**src/rtl/lpht_pkg.sv**
```systemverilog
`default_nettype none
// ----------------------------------------------------------------------------
// lpht_pkg
// Shared constants, types and helpers of the linear probing hash table.
// ----------------------------------------------------------------------------
package lpht_pkg;

	localparam int TABLE_SLOTS = 1024;

	localparam int KEY_W    = 16;
	localparam int VALUE_W  = 16;
	localparam int STATUS_W = 2;
	localparam int SLOT_W   = 10;

	localparam int IDX_W   = $clog2(TABLE_SLOTS);
	localparam int ENTRY_W = 1 + KEY_W + VALUE_W;

	localparam logic [IDX_W-1:0] IDX_LAST = IDX_W'(TABLE_SLOTS - 1);

	typedef logic [STATUS_W-1:0] status_t;

	localparam status_t STAT_INSERTED  = status_t'(0);
	localparam status_t STAT_FOUND     = status_t'(1);
	localparam status_t STAT_NOT_FOUND = status_t'(2);
	localparam status_t STAT_FULL      = status_t'(3);

	typedef enum logic {
		OP_INSERT = 1'b0,
		OP_LOOKUP = 1'b1
	} op_t;

	// number of shift-subtract steps that reduce a key below the table size,
	// zero when the size is a power of two and the home slot is a plain mask
	function automatic int calc_hash_steps();
		int s;
		s = 0;
		if ((TABLE_SLOTS & (TABLE_SLOTS - 1)) != 0) begin
			for (int i = 0; i <= KEY_W; i++) begin
				if ((longint'(TABLE_SLOTS) << i) < (longint'(1) << KEY_W)) begin
					s = i + 1;
				end
			end
		end
		return s;
	endfunction

	localparam int HASH_STEPS = calc_hash_steps();
	localparam int HCNT_W     = (HASH_STEPS > 1) ? $clog2(HASH_STEPS) : 1;

	localparam logic [KEY_W-1:0] HASH_DIV_INIT =
		KEY_W'(longint'(TABLE_SLOTS) << ((HASH_STEPS > 0) ? HASH_STEPS - 1 : 0));

	typedef struct packed {
		logic clear;
		logic accept;
		logic hash_step;
		logic read_home;
		logic scan;
		logic finish;
		logic load_out;
	} dp_cmd_t;

	typedef struct packed {
		logic idx_last;
		logic hit;
		logic out_free;
	} dp_sts_t;

	// low bits of a slot index, zero-extended for small tables
	function automatic logic [SLOT_W-1:0] slot_field(input logic [IDX_W-1:0] idx);
		logic [IDX_W+SLOT_W-1:0] wide;
		wide = (IDX_W + SLOT_W)'(idx);
		return wide[SLOT_W-1:0];
	endfunction

endpackage
`default_nettype wire

```
**src/rtl/lpht_ctrl.sv**
```systemverilog
`default_nettype none
// ----------------------------------------------------------------------------
// lpht_ctrl
// Sequencer: clearing pass, home slot reduction, probe loop and result hand-off.
// ----------------------------------------------------------------------------
module lpht_ctrl (
	input  wire logic                clk,
	input  wire logic                arst_n,
	input  wire logic                in_valid,
	output logic                     in_stall,
	output lpht_pkg::dp_cmd_t        cmd,
	input  wire lpht_pkg::dp_sts_t   sts
);

	typedef enum logic [2:0] {
		ST_CLEAR,
		ST_IDLE,
		ST_HASH,
		ST_READ,
		ST_SCAN,
		ST_DONE
	} state_t;

	state_t                       state_q;
	state_t                       state_nxt;
	logic [lpht_pkg::IDX_W-1:0]   n_q;
	logic [lpht_pkg::HCNT_W-1:0]  hcnt_q;
	logic                         probe_last;
	logic                         hash_last;

	assign probe_last = (n_q == lpht_pkg::IDX_LAST);
	assign hash_last  = (hcnt_q == lpht_pkg::HCNT_W'(lpht_pkg::HASH_STEPS - 1));

	assign in_stall = (state_q != ST_IDLE);

	always_comb begin
		cmd       = '0;
		state_nxt = state_q;
		case (state_q)
			ST_CLEAR: begin
				cmd.clear = 1'b1;
				if (sts.idx_last) begin
					state_nxt = ST_IDLE;
				end
			end
			ST_IDLE: begin
				if (in_valid) begin
					cmd.accept = 1'b1;
					state_nxt  = (lpht_pkg::HASH_STEPS == 0) ? ST_READ : ST_HASH;
				end
			end
			ST_HASH: begin
				cmd.hash_step = 1'b1;
				if (hash_last) begin
					state_nxt = ST_READ;
				end
			end
			ST_READ: begin
				cmd.read_home = 1'b1;
				state_nxt     = ST_SCAN;
			end
			ST_SCAN: begin
				cmd.scan = 1'b1;
				if (sts.hit || probe_last) begin
					cmd.finish = 1'b1;
					state_nxt  = ST_DONE;
				end
			end
			ST_DONE: begin
				if (sts.out_free) begin
					cmd.load_out = 1'b1;
					state_nxt    = ST_IDLE;
				end
			end
			default: begin
				state_nxt = ST_IDLE;
			end
		endcase
	end

	always_ff @(posedge clk or negedge arst_n) begin
		if (!arst_n) begin
			state_q <= ST_CLEAR;
			n_q     <= '0;
			hcnt_q  <= '0;
		end else begin
			state_q <= state_nxt;
			if (cmd.accept) begin
				hcnt_q <= '0;
			end else if (cmd.hash_step) begin
				hcnt_q <= hcnt_q + 1'b1;
			end
			if (cmd.read_home) begin
				n_q <= '0;
			end else if (cmd.scan) begin
				n_q <= n_q + 1'b1;
			end
		end
	end

	a_clear_once: assert property (@(posedge clk) disable iff (!arst_n)
		(state_q != ST_CLEAR) |=> (state_q != ST_CLEAR))
		else $error("clearing pass restarted");

	a_hash_bound: assert property (@(posedge clk) disable iff (!arst_n)
		(state_q == ST_HASH) |->
		((lpht_pkg::HCNT_W + 1)'(hcnt_q) < (lpht_pkg::HCNT_W + 1)'(lpht_pkg::HASH_STEPS)))
		else $error("home slot reduction overran");

	a_probe_pass: assert property (@(posedge clk) disable iff (!arst_n)
		(state_q == ST_SCAN && probe_last) |=> (state_q == ST_DONE))
		else $error("probe loop went past one full pass");

endmodule
`default_nettype wire
```
**config.mk**
```make
export PLATFORM = sky130hd
export DESIGN_NAME = lpht_ctrl
export DESIGN_NICKNAME = d
export VERILOG_FILES = /design/src/rtl/lpht_pkg.sv /design/src/rtl/lpht_ctrl.sv
export SDC_FILE = /design/constraint.sdc
export NUM_CORES = 1
export LEC_CHECK = 0
export ABC_CLOCK_PERIOD_IN_PS = 1850
export BUFFER_PORTS_ARGS = -buffer_cell sky130_fd_sc_hd__buf_4
export CAP_MARGIN = 40
export CORE_MARGIN = 2
export CORE_UTILIZATION = 55
export CTS_BUF_LIST = sky130_fd_sc_hd__clkbuf_2 sky130_fd_sc_hd__clkbuf_4 sky130_fd_sc_hd__clkbuf_8
export CTS_CLUSTER_SIZE = 30
export DETAILED_ROUTE_END_ITERATION = 10
export GPL_TIMING_DRIVEN = 0
export PLACE_DENSITY = 0.87
export SYNTH_ARGS = -nofsm -noshare
export SYNTH_HDL_FRONTEND = slang
export SYNTH_SLANG_ARGS = --single-unit
```
**constraint.sdc**
```tcl
create_clock -name clk -period 1.85 [get_ports clk]
set_input_delay 0 -clock clk [delete_from_list [all_inputs] [get_ports clk]]
set_output_delay 0 -clock clk [all_outputs]
set_load 0.005 [all_outputs]
```
# Yosys cells after proc, flatten, opt, wreduce, memory -nomap -nowiden
# Index checks and enable logic that the tools add are counted.
op_classes:
  n_addsub: 2
  n_eq_ne: 12
  muxes: 19
  n_reduce_logical: 5
ops:
  columns: ["op", "n"]
  rows:
  - ["10-bit 2-to-1 mux", 2]
  - ["3-bit one-hot mux with 6 select lines", 1]
  - ["3-bit 2-to-1 mux", 5]
  - ["10-bit by 1-bit adder with 10-bit output, second input constant", 1]
  - ["10-bit equality test, second input constant", 1]
  - ["1-bit 2-to-1 mux", 10]
  - ["2-bit != test, second input constant", 5]
  - ["3-bit by 2-bit equality test with 1-bit output, second input constant", 2]
  - ["3-bit equality test, second input constant", 2]
  - ["5-bit AND reduction", 1]
  - ["2-bit nonzero test", 2]
  - ["3-bit by 1-bit equality test with 1-bit output, second input constant", 1]
  - ["3-bit zero test", 1]
  - ["3-bit by 1-bit != test with 1-bit output, second input constant", 1]
  - ["2-bit 2-to-1 mux", 1]
  - ["1-bit adder, second input constant", 1]
  - ["1-bit logical OR", 1]
word_totals:
  ff_bits: 14
  input_bits: 6
  output_inout_bits: 8
  elab_cells: 41

# Depth between registers and ports, before layout
# Gate-level depths: netlist of run 1.
logic_depth:
  word_depth: 6
  depth_mapped: 6
  depth_no_buf: 4

# Worst setup path before layout of run 1
# OpenSTA, ideal clock, no wires.
synth_timing:
  kind: "reg2reg"
  start: "reg state_q[1]"
  end: "reg n_q[2] in the netlist's numbering"
  t_arrival_ps: 1371
  required_ps: 1771
  slack_ps: 400
  stages_incl_launch_ff: 6
  period_less_slack_ps: 1450
  path_cell_list: "dfrtp_1 > clkbuf_1 > or3b_1 > buf_2 > mux2_4 > mux2i_1"
synth_between:
  elab_chain_len: 3
  elab_cells_between_ends: 6
synth_lines:
  columns: ["item", "line", "source"]
  rows:
  - ["start: declaration", "lpht_ctrl.sv:24", "state_t state_q;"]
  - ["start signal: assignment", "lpht_ctrl.sv:87", "state_q <= state_nxt;"]
  - ["3-bit by 2-bit equality test with 1-bit output or 3-bit equality test (tied branches)", "lpht_ctrl.sv:39", "case (state_q)"]
  - ["1-bit 2-to-1 mux or 2-bit 2-to-1 mux (tied branches)", "lpht_ctrl.sv:39", null]
  - ["10-bit 2-to-1 mux or 2-bit nonzero test (tied branches)", null, null]
  - ["end signal: assignment", "lpht_ctrl.sv:96", "n_q <= n_q + 1'b1;"]
  - ["end: declaration", "lpht_ctrl.sv:26", "logic [lpht_pkg::IDX_W-1:0] n_q;"]
# Several ways; a longest one is shown, not always the timed one.
# A chain may end at the register's enable or synchronous reset.

==> reports/metrics.yaml, run 1 <==
seq_area_frac_synth_pct: 47.30
drive_gt1_share_pct: 23.66
tightest_slew_ps: 405.4
grt.busiest_layer: "met2"
die-area_um2: 1656
pin_count: 14
ys_types: 32
ctsResizeCount: 0
power_frac_comb_pct: 37.9
synthesis.area_um2: 740.7
fill_cells: 95
syn_to_final_growth_pct: 23.31
postCtsSetupBuffers: 0
layout_min_cycle_time_ps: 1682
critPathMaxFanout: 5
cell_internal_pwr_uw: 695.3
relSlewSlack_pct: 72.89
routed-via-count: 616
synthCells: 74
cts_root_buf: "clkbuf_4"
finalSetupViolCount: 0
initial_core_util_pct: 57.64
start_kind: "register"
yosys.area.top_type: "dfrtp_1"
grt_usage_pct: 19.86
gp_congestion: 0.7025
clock-sinks: 14
outcome: "completed"
layoutNonFillerInstCount: 108
yosysMostFrequentCell: "dfrtp_1"
syn-num-nets: 81
grt.overflow.total: 0
cts_tree: "done"
clkPwrFrac_pct: 20.7
end_kind: "output port"
gr-usage-met3_pct: 3.261
dp_slack_ps: 267.3
grt_use_met1_pct: 26.35
synth_edf_count: 0
core_region_area_um2: 1285
register_area_um2: 350.3
hold_viol: 0
p_sw_uw: 344.1
wirelength_um: 1394
ys_seq_elements: 14
crit_arrival_ps: 1680
row_count: 13
drc: 0
synth_common_cells: "dfrtp_1, nand2_1, mux2i_1"
timing.final.ws_setup_ps: 168.2
firstDrtPassIters: 4
die_w_um: 40.70
yosys-top-cells-area: "dfrtp_1, mux2i_1, nand2_1"
cts_buffers: 3
min_period_over_period_pct: 90.91
final_nets: 101
rsz0062_at_grt: "no"
place_hpwl_um: 1017
peakVddDrop_mv: 0.8183
power_density_nw_per_um2: 1138
setup_tns_ps: 0
htree_levels: 1
min_path_type: "in2reg"
drt_iter0_markers: 7
worstSkewPairLatency_ps: 270
cts-hold-fix-buffers: 2
crit_required_ps: 1850
cts.reportedPaths.clkPinSlew_ps: 80
criticalPathCategory: "reg2out"
die_height_um: 40.70
grt_pass1_vias: 481
yosys_warnings: 0
async_flop_share_pct: 100.0
use_met2_pct: 29.76
wl_per_cell_um: 12.91
syn_avg_cell_area_um2: 10.01
dpl.cell_count: 102
fmax_mhz: 594.6
grt_pass1_wl_um: 2097
maxSlewViolCount: 0
antenna_left: 0
routed_via_density: 5.704
drv_cap: 0
cts_buffer_depth: 2
seqPwrFrac_pct: 41.5
grt_antenna_before_repair: 0
multiInputGateArea_um2: 369.1
synth_flop_cell: "dfrtp_1"
n_antenna_cell: 0
grt_max_degree: 15
port-buffer-count: 13
power.leakage_uw: 0.0004511
skew_ps: 4.125
synth_top_area_share_pct: 47.30
swShare_pct: 33.10
==> routing by layer <==
metal	wire, um	vias up
li1	-	308
met1	618	289
met2	692	17
met3	63	2
met4	19	0
met5	0	-
==> area by class of cell <==
class                      instances  share of cell area, %
multi-input combinational         55                  40.41
sequential                        14                  38.36
timing repair buffer              15                  12.88
clock buffer                       4                  3.973
tap                               15                  2.055
inverter                           3                  1.370
buffer                             2                 0.9589
==> path summary, 6_finish.rpt <==
kind,slack [ps],endpoint,start,depth (start not counted)
worst max register to register,280,n_q[3],state_q[1],6
worst min-delay path,30,state_q[0],sts[1],3
worst min register to register,490,n_q[9],n_q[9],1
min in group asynchronous,100,n_q[9],arst_n,2
max in group asynchronous,1580,state_q[0],arst_n,2
worst max-delay path,170,cmd[1],n_q[0],5
==> worst max-delay path, stage by stage, from the launching register on <==
cell     delay [ps]
dfrtp_1         430
ha_1            260
and4_1          240
a41oi_1         270
nor2_1           70
buf_4           130
==> flip-flops by register name, summed over array words and instances, names as in the netlist <==
register,count
state_q,3
n_q,10
hash_last,1
==> power by group through the flow <==
stage	Clock (uW)	Sequential (uW)	Combinational, uW
global route	236	442	446
global placement	0	433	380
finish	215	431	393
CTS	225	431	398
floorplan	0	418	255
detailed placement	0	437	393
==> through the flow <==
stage	hold WS, ps	power, uW	area (um2)	util [%]
6_report	32.51	1039	913.4	71.08
5_1_grt	65.44	1124	913.4	71.08
4_1_cts	23.33	1054	913.4	71.08
3_5_place_dp	-140.7	830.5	857.1	66.70
3_3_place_gp	-143.5	812.7	857.1	66.70
2_1_floorplan	-295.6	672.9	740.7	-
==> cell usage in the layout, fill, tap and decap left out, drive strengths merged, types with 4 or more instances in the layout <==
cell and instances:
nor2 5, nand3 4, mux2i 6, nand2 10
clkbuf 5, dfrtp 14, buf 14
==> logic make-up after synthesis <==
kind of cell	synth area share, %
XOR/XNOR	2.365
buffers and inverters	2.869
adder cells (fa/ha/maj)	1.689
AND/OR/NAND/NOR	27.70
flip-flops	47.30
AO/OA/AOI/OAI	7.938
multiplexers	10.13
No activity file was read; power rests on OpenSTA's default activity.
==> run 2: changes to the inputs <==
PLACE_DENSITY = 0.79   (was 0.87)
==> run 2 against run 1 <==
Maximum frequency is 0.54% higher. Utilization is 0.78 points lower. Wire length is 3.0% lower. Die area stayed put. Largest cell class unchanged. Hold slack worse by 13 ps. Register-to-register slack is essentially flat. Clock skew is 2.9 ps lower. Final area shrank 1.1%. Sequential share of layout area increased by 0.43 points. Critical path type unchanged. Sequential cell count unchanged.
==> reports/metrics.yaml, run 2 (same netlist as run 1, synthesis figures left out) <==
power_density_nw_per_um2: 1144  # +0.52%
port-buffer-count: 13  # unchanged
fill_cells: 96  # +1.1%
die_w_um: 40.70  # unchanged
htree_levels: 1  # unchanged
clock-sinks: 14  # unchanged
largest_register: "n_q"
crit_arrival_ps: 1670  # about the same
wl_per_cell_um: 12.64  # -2.1%
final_nets: 100  # -0.99%
power.leakage_uw: 0.0004469  # -0.93%
cts_root_buf: "clkbuf_4"
cts_buffers: 3  # unchanged
peakVddDrop_mv: 0.7802  # -4.6%
drv_cap: 0  # unchanged
core_region_area_um2: 1285  # unchanged
grt_pass1_wl_um: 2111  # +0.67%
min_path_type: "in2reg"
pin_count: 14  # unchanged
cts_buffer_depth: 2  # unchanged
cts-hold-fix-buffers: 1  # -1
crit_buf_inv: 1  # unchanged
rsz0062_at_grt: "no"
worstSkewPairLatency_ps: 270  # about the same
largest_reg_flops: 10  # unchanged
cts_tree: "done"
n_antenna_cell: 0  # unchanged
crit_required_ps: 1850  # about the same
die_height_um: 40.70  # unchanged
die-area_um2: 1656  # unchanged
ctsResizeCount: 0  # unchanged
min_period_over_period_pct: 90.42  # -0.49 points
maxSlewViolCount: 0  # unchanged
critPathMaxFanout: 5  # unchanged
start_kind: "register"
grt_pass1_vias: 484  # +0.62%
path_cells: "ha_1, and4_1, a41oi_1, nor2_1, buf_4"
skew_ps: 1.185  # -2.940 ps
antenna_left: 0  # unchanged
relSlewSlack_pct: 75.41  # +2.5 points
routed_via_density: 5.748  # +0.77%
place_area_um2: 857.1  # unchanged
grt.overflow.total: 0  # unchanged
final_common_cell: "dfrtp_1"
slowest_stage: "dfrtp_1"
outcome: "completed"
setup_tns_ps: 0  # unchanged
mostFrequentLayoutCells: "dfrtp_1, buf_4, nand2_1"
finalPower_uw: 1033  # -0.59%
firstDrtPassIters: 4  # unchanged
end_kind: "output port"
grt_antenna_before_repair: 0  # unchanged
drc: 0  # unchanged
cts.reportedPaths.clkPinSlew_ps: 80  # about the same
fmax_mhz: 597.8  # +0.54%
timing.hold.ws_ps: 19.18  # -13.32 ps
drt_iter0_markers: 6  # -1
layout_min_cycle_time_ps: 1673  # -9.023 ps
place_hpwl_um: 1044  # +2.7%
wirelength_um: 1352  # -3.0%
dp_slack_ps: 276.6  # +9.230 ps
tightest_slew_ps: 367.8  # -37.62 ps
grt_max_degree: 15  # unchanged
criticalPathCategory: "reg2out"
drive_gt1_share_pct: 23.91  # +0.26 points
gp_congestion: 0.6558  # -6.6%
hold_viol: 0  # unchanged
row_count: 13  # unchanged
grt_usage_pct: 19.75  # -0.12 points
initial_core_util_pct: 57.64  # unchanged
syn_to_final_growth_pct: 21.96
postCtsSetupBuffers: 0  # unchanged
timing.final.ws_setup_ps: 177.2  # +9.023 ps
slowest_delay_ps: 430  # about the same
finalSetupViolCount: 0  # unchanged
crit_family: "flip-flops"
fin_area_um2: 903.4  # -1.1%
routed-via-count: 615  # -0.16%
[run 2: cell count changes in the layout (fill, tap and decap cells not counted)]
cell | previous run | this run
dlygate4sd3_1 | 2 | 1
[run 2: cell type report]
cell class	count	area [um2]	share of cell area, %
inverters	3	12.51	1.385
clock buffers	4	36.28	4.017
plain buffers	2	8.758	0.9695
multi-input cells	55	369.1	40.86
repair buffers	14	107.6	11.91
well taps	15	18.77	2.078
flip-flops and latches	14	350.3	38.78
[run 2: stage by stage]
stage	utilization [%]	std cells
final	70.30	107
after global routing	70.30	107
after CTS	70.30	107
after detailed placement	66.70	102
after global placement	66.70	102
after floorplan	-	74
[run 2: per-layer routing]
metal / share of wire (%) / wire (um) / track usage [%]
met1: 47 / 637 / 26.46
met2: 47 / 637 / 30.56
met3: 4.2 / 57 / 3.261
met4: 1.4 / 19 / 10.00
met5: 0 / 0 / 0
[run 2: tightest hold or removal path: stages]
cell and delay [ps]:
buf_4 70, nand2_1 50, nand3b_1 80, nand2_1 50
[run 2: power breakdown]
part / internal, uW / total, uW / switching, uW
Clock: 119 / 213 / 93.1
Combinational: 209 / 390 / 181
Sequential: 365 / 430 / 65.6
Total: 693 / 1030 / 340
[run 2: path summary, 6_finish.rpt]
check	slack, ps	to	from	cells after the start
setup / recovery	180	cmd[1]	n_q[0]	5
hold / removal	20	state_q[2]	sts[0]	4
setup reg to reg	280	n_q[3]	state_q[1]	6
hold reg to reg	490	n_q[9]	n_q[9]	1
max in group asynchronous	1580	state_q[1]	arst_n	2
min in group asynchronous	110	n_q[2]	arst_n	2
